<file path="config.mk">
export PLATFORM = sky130hd
export DESIGN_NAME = cau_sqrt_pipe
export DESIGN_NICKNAME = d
export VERILOG_FILES = /design/src/rtl/core/cau_pkg.sv /design/src/rtl/core/cau_sqrt_pipe.sv
export SDC_FILE = /design/constraint.sdc
export NUM_CORES = 2
export LEC_CHECK = 0
export ABC_AREA = 0
export BUFFER_PORTS_ARGS = -buffer_cell sky130_fd_sc_hd__buf_2
export CAP_MARGIN = 15
export CORE_UTILIZATION = 46
export CTS_CLUSTER_DIAMETER = 50
export DETAILED_ROUTE_END_ITERATION = 8
export PLACE_DENSITY_LB_ADDON = 0.3
export SLEW_MARGIN = 20
export SYNTH_ARGS = -nofsm -noshare
export SYNTH_HDL_FRONTEND = slang
export SYNTH_MEMORY_MAX_BITS = 65536
export SYNTH_SLANG_ARGS = --single-unit
</file>
<file path="constraint.sdc">
create_clock -name clk -period 7.55 [get_ports clk]
set_input_delay 1.51 -clock clk [delete_from_list [all_inputs] [get_ports clk]]
set_output_delay 1.51 -clock clk [all_outputs]
set_load 0.01 [all_outputs]
</file>
<file path="src/rtl/core/cau_pkg.sv">
// ----------------------------------------------------------------------------
// cau_pkg
// shared constants and operation codes of the complex arithmetic unit
// ----------------------------------------------------------------------------
package cau_pkg;

    localparam int WORD_BITS = 32;
    localparam int FRAC_BITS = 24;

    typedef enum logic [2:0] {
        OP_ADD  = 3'd0,
        OP_SUB  = 3'd1,
        OP_MUL  = 3'd2,
        OP_DIV  = 3'd3,
        OP_SQRT = 3'd4
    } op_t;

endpackage

</file>
<file path="src/rtl/core/cau_sqrt_pipe.sv">
// ----------------------------------------------------------------------------
// cau_sqrt_pipe
// pipelined integer square root, floor(sqrt(x)), one root bit per stage
// ----------------------------------------------------------------------------
module cau_sqrt_pipe #(
    parameter int OUT_W = cau_pkg::WORD_BITS
) (
    input  logic               clk,
    input  logic               en,
    input  logic [2*OUT_W-1:0] x,
    output logic [OUT_W-1:0]   root
);
    localparam int XW = 2 * OUT_W;
    localparam int RW = OUT_W + 2;

    logic [XW-1:0]    x_reg    [0:OUT_W-1];
    logic [RW-1:0]    rem_reg  [0:OUT_W-1];
    logic [OUT_W-1:0] root_reg [0:OUT_W];

    logic [RW+1:0]    t        [1:OUT_W];
    logic [RW+1:0]    trial    [1:OUT_W];
    logic             ge       [1:OUT_W];
    logic [RW-1:0]    rem_next [1:OUT_W-1];

    always_comb
    begin
        for (int k = 1; k <= OUT_W; k++)
        begin
            t[k]     = {rem_reg[k-1], x_reg[k-1][XW-1 -: 2]};
            trial[k] = {2'b00, root_reg[k-1], 2'b01};
            ge[k]    = t[k] >= trial[k];
        end
        for (int k = 1; k < OUT_W; k++)
        begin
            rem_next[k] = ge[k] ? RW'(t[k] - trial[k]) : t[k][RW-1:0];
        end
    end

    always_ff @(posedge clk)
    begin
        if (en)
        begin
            x_reg[0]    <= x;
            rem_reg[0]  <= '0;
            root_reg[0] <= '0;
            for (int k = 1; k < OUT_W; k++)
            begin
                x_reg[k]   <= x_reg[k-1] << 2;
                rem_reg[k] <= rem_next[k];
            end
            for (int k = 1; k <= OUT_W; k++)
            begin
                root_reg[k] <= {root_reg[k-1][OUT_W-2:0], ge[k]};
            end
        end
    end

    assign root = root_reg[OUT_W];

endmodule

</file>
==> run_results.csv <==
group,metric,value,unit
setup_path,critPathMaxStageDelay,0.74,ns
global_routing,grt_pass1_wl,366000,um
final_layout,largest_reg_flops,1056,
clock_tree,cts_tree,"done",
timing,setup_violations,0,
global_routing,grt_use_met2,28.1,%
clock_tree,cts.sinks,2587,
final_layout,nets,9968,
setup_path,cp_max_fo,25,
power,seqPwrFrac,45.9,%
clock_tree,clockBufferDepth,4,
placement,post-place-ws,3.15,ns
setup_path,cp-start-kind,"flip-flop",
logic_synthesis,synth_top_area_cell,"edfxtp_1",
power,p_total,41.9,mW
timing,slew_headroom,15.6,%
floorplanning,die_area,261000,um^2
route,finalWirelength,232000,um
floorplanning,core_area,257000,um^2
power,p_per_area,313,nW/um^2
logic_synthesis,synth_area,119000,um^2
global_routing,global_route.usage.met3,2.62,%
setup_path,worst-path-stages,10,
logic_synthesis,ys_ff_latch,2587,
logic_synthesis,yosys_warnings,0,
timing,finalWorstSetupSlack,3.08,ns
timing,hold_viol_final,0,
setup_path,arrival,5.03,ns
power,irDropWorstVdd,0.213,mV
power,clkPwrFrac,35.8,%
setup_path,reg2reg_slack,3.08,ns
logic_synthesis,syn_nets,9680,
setup_path,crit_end,"rem_reg[0][507]",
timing,drv_slew,0,
power,netSwitchingPower,11.6,mW
global_routing,overflow,0,
logic_synthesis,yosysSeqAreaShare,65.3,%
global_routing,grt_pass1_vias,68200,
logic_synthesis,synth_top_area_share,65.3,%
placement,place_area,124000,um^2
timing,clock_skew,0.0880,ns
setup_path,critPathKind,"reg -> reg",
global_routing,top_usage_layer,"met2",
clock_tree,cts_made_buffers,310,
setup_path,crit-reg2reg-launch,"rem_reg[0][458]",
logic_synthesis,ys_types,90,
final_layout,multi_input_area,37900,um^2
floorplanning,die-height,510,um
clock_tree,cts.clk_slew.worst_paths,0.06,ns
global_routing,grt_use_met1,24.2,%
outcome,status,"finished clean",
floorplanning,io_pins,98,
setup_path,cp_cell_sequence,"or3_1 > nand3b_1 > or3_1 > or3_1 > or3_1 > nor2_1 > nand3_1 > nand3_1 > nor3_1 > xor2_1",
logic_synthesis,synth_cells,9052,
global_routing,antenna_found_initial,5,
clock_tree,clock_latency,0.91,ns
clock_tree,htree_levels,5,
timing,max_freq,224,MHz
logic_synthesis,synth_area_leaders,"edfxtp_1 (65%), ha_1 (5.9%), xnor2_1 (3.3%)",
timing,post-route-period-util,59.2,%
clock_tree,cts_resized,0,
logic_synthesis,synthArstFlopShare,0,%
floorplanning,die_w,510,um
placement,place_congestion,0.892,
timing,setup_tns,0,ns
floorplanning,initial_utilization,46.3,%
placement,io_buffer_count,97,
final_layout,final_util,52.2,%
setup_path,rr_worst_depth,10,
placement,dp.cells,12400,
power,p_int,30.3,mW
timing,grt_setup_unrepaired,"no",
clock_tree,root_buffer,"clkbuf_16",
route,route.detailed.drc,0,
route,num_vias,69900,
route,via_per_inst,5.39,
logic_synthesis,synthFlopType,"edfxtp_1",
route,postRouteAntennaNets,0,
route,first_pass_iters,6,
final_layout,final_area,134000,um^2
setup_path,crit_buf_inv,0,
setup_path,crit_start,"rem_reg[0][458]",
final_layout,fin_cells,13000,
setup_path,rr_endpoint,"rem_reg[0][507]",
power,swShare,27.7,%
final_layout,nFillCells,21300,
logic_synthesis,post-synth-top-count-cell,"edfxtp_1",
final_layout,seq_area,77700,um^2
logic_synthesis,yosys-top-cells-count,"edfxtp_1 (2587), inv_1 (695), a21oi_1 (589), nand2_1 (572), nor2_1 (567)",
clock_tree,ctsHoldBuffers,0,
final_layout,drive_gt1_share,8.00,%
logic_synthesis,synth_area_per_cell,13.1,um^2
worst_hold_path,hp-class,"reg -> reg",
setup_path,required,8.11,ns
setup_path,end_kind,"flip-flop",
floorplanning,rows,186,
setup_path,worst_path_dominant_cell_family,"simple AND/OR/NAND/NOR gates",
timing,final.min_clock_period,4.47,ns
power,power.combinational.fraction,18.3,%
logic_synthesis,synth-edff-count,2587,
flow_run,maxCapViolCount,0,
placement,detailed_place_hpwl,163000,um
setup_path,crit_top_cell,"or3_1",
timing,tightest_slew,1.27,ns
route,drt-wirelength-per-cell,17.9,um
global_routing,grt_max_degree,200,
route,initialDrtViolationCount,5581,
clock_tree,cts_setup_buffers,0,
setup_path,cpMaxStageDelayCell,"nand3_1",
global_routing,grt_use_total,17.5,%
power,p_leak,51.2,nW
final_layout,area_delta_synth_final,12.8,%
timing,timing.hold.ws,0.383,ns
==> area by class of cell <==
type | count | area share [%]
Timing Repair Buffer | 156 | 0.868
Clock inverter | 209 | 1.84
Antenna cell | 1 | 0.00187
Inverter | 704 | 1.97
Tap cell | 3384 | 3.16
Clock buffer | 359 | 5.97
Sequential cell | 2587 | 57.9
Multi-Input combinational cell | 5581 | 28.3
==> worst min path at each step <==
stage / start / to / slack [ns] / depth (start not counted)
floorplan: x_reg[0][34] / x_reg[0][100] / 0.40 / 0
global placement: x_reg[2][119] / x_reg[2][185] / 0.40 / 0
detailed placement: x_reg[0][68] / x_reg[0][134] / 0.40 / 0
CTS: x_reg[1][368] / x_reg[1][434] / 0.37 / 0
global route: x_reg[1][368] / x_reg[1][434] / 0.38 / 0
finish: x_reg[1][368] / x_reg[1][434] / 0.38 / 0
==> worst register-to-register path, delay by kind of cell, from the launching register on <==
family	cells	cell delay [ns]
simple gates	9	3.59
flops	1	0.42
xor+xnor	1	0.17
==> power groups by stage <==
stage	Combinational (mW)	Clock [mW]	Sequential (mW)
6_report	7.69	15.0	19.2
5_1_grt	8.56	15.9	19.4
4_1_cts	7.65	15.4	19.2
3_5_place_dp	7.59	0	19.5
3_3_place_gp	7.47	0	19.5
2_1_floorplan	5.68	0	19.0
==> cell usage in the layout, fill, tap and decap left out, types with 40 or more instances in the layout <==
cell type	instances
edfxtp_1	2587
inv_1	695
a21oi_1	588
nand2_1	572
nor2_1	566
ha_1	562
xnor2_1	447
xor2_1	405
o21ai_0	371
clkbuf_16	313
nor3_1	245
a21o_1	230
nand3_1	154
nand2b_1	127
nor4_1	107
o21a_1	102
buf_2	96
nor2b_1	90
o21ai_1	80
nand4_1	78
or3_1	74
a31oi_1	53
and3_1	52
o31ai_1	46
clkbuf_1	46
or4_1	45
mux2_2	45
clkinv_1	44
buf_4	42
o21bai_1	40
==> routing by layer <==
| layer | vias to the layer above | part of all wire [%] |
|---|---|---|
| met5 | - | 0 |
| met4 | 0 | 3.2 |
| met3 | 462 | 5.5 |
| met2 | 1805 | 46 |
| met1 | 33600 | 45 |
| li1 | 34100 | - |
==> kinds of logic after synthesis <==
family                     share of synthesized area (%)
DFF                                                 65.3
buffers and inverters                               2.91
other                                            0.00315
and+or+nand+nor                                     9.60
adders and majority gates                           5.91
muxes                                              0.760
AOI/OAI and AO/OA                                   9.20
xor gates and xnor gates                            6.28
Power figures use the tool's default switching activity.
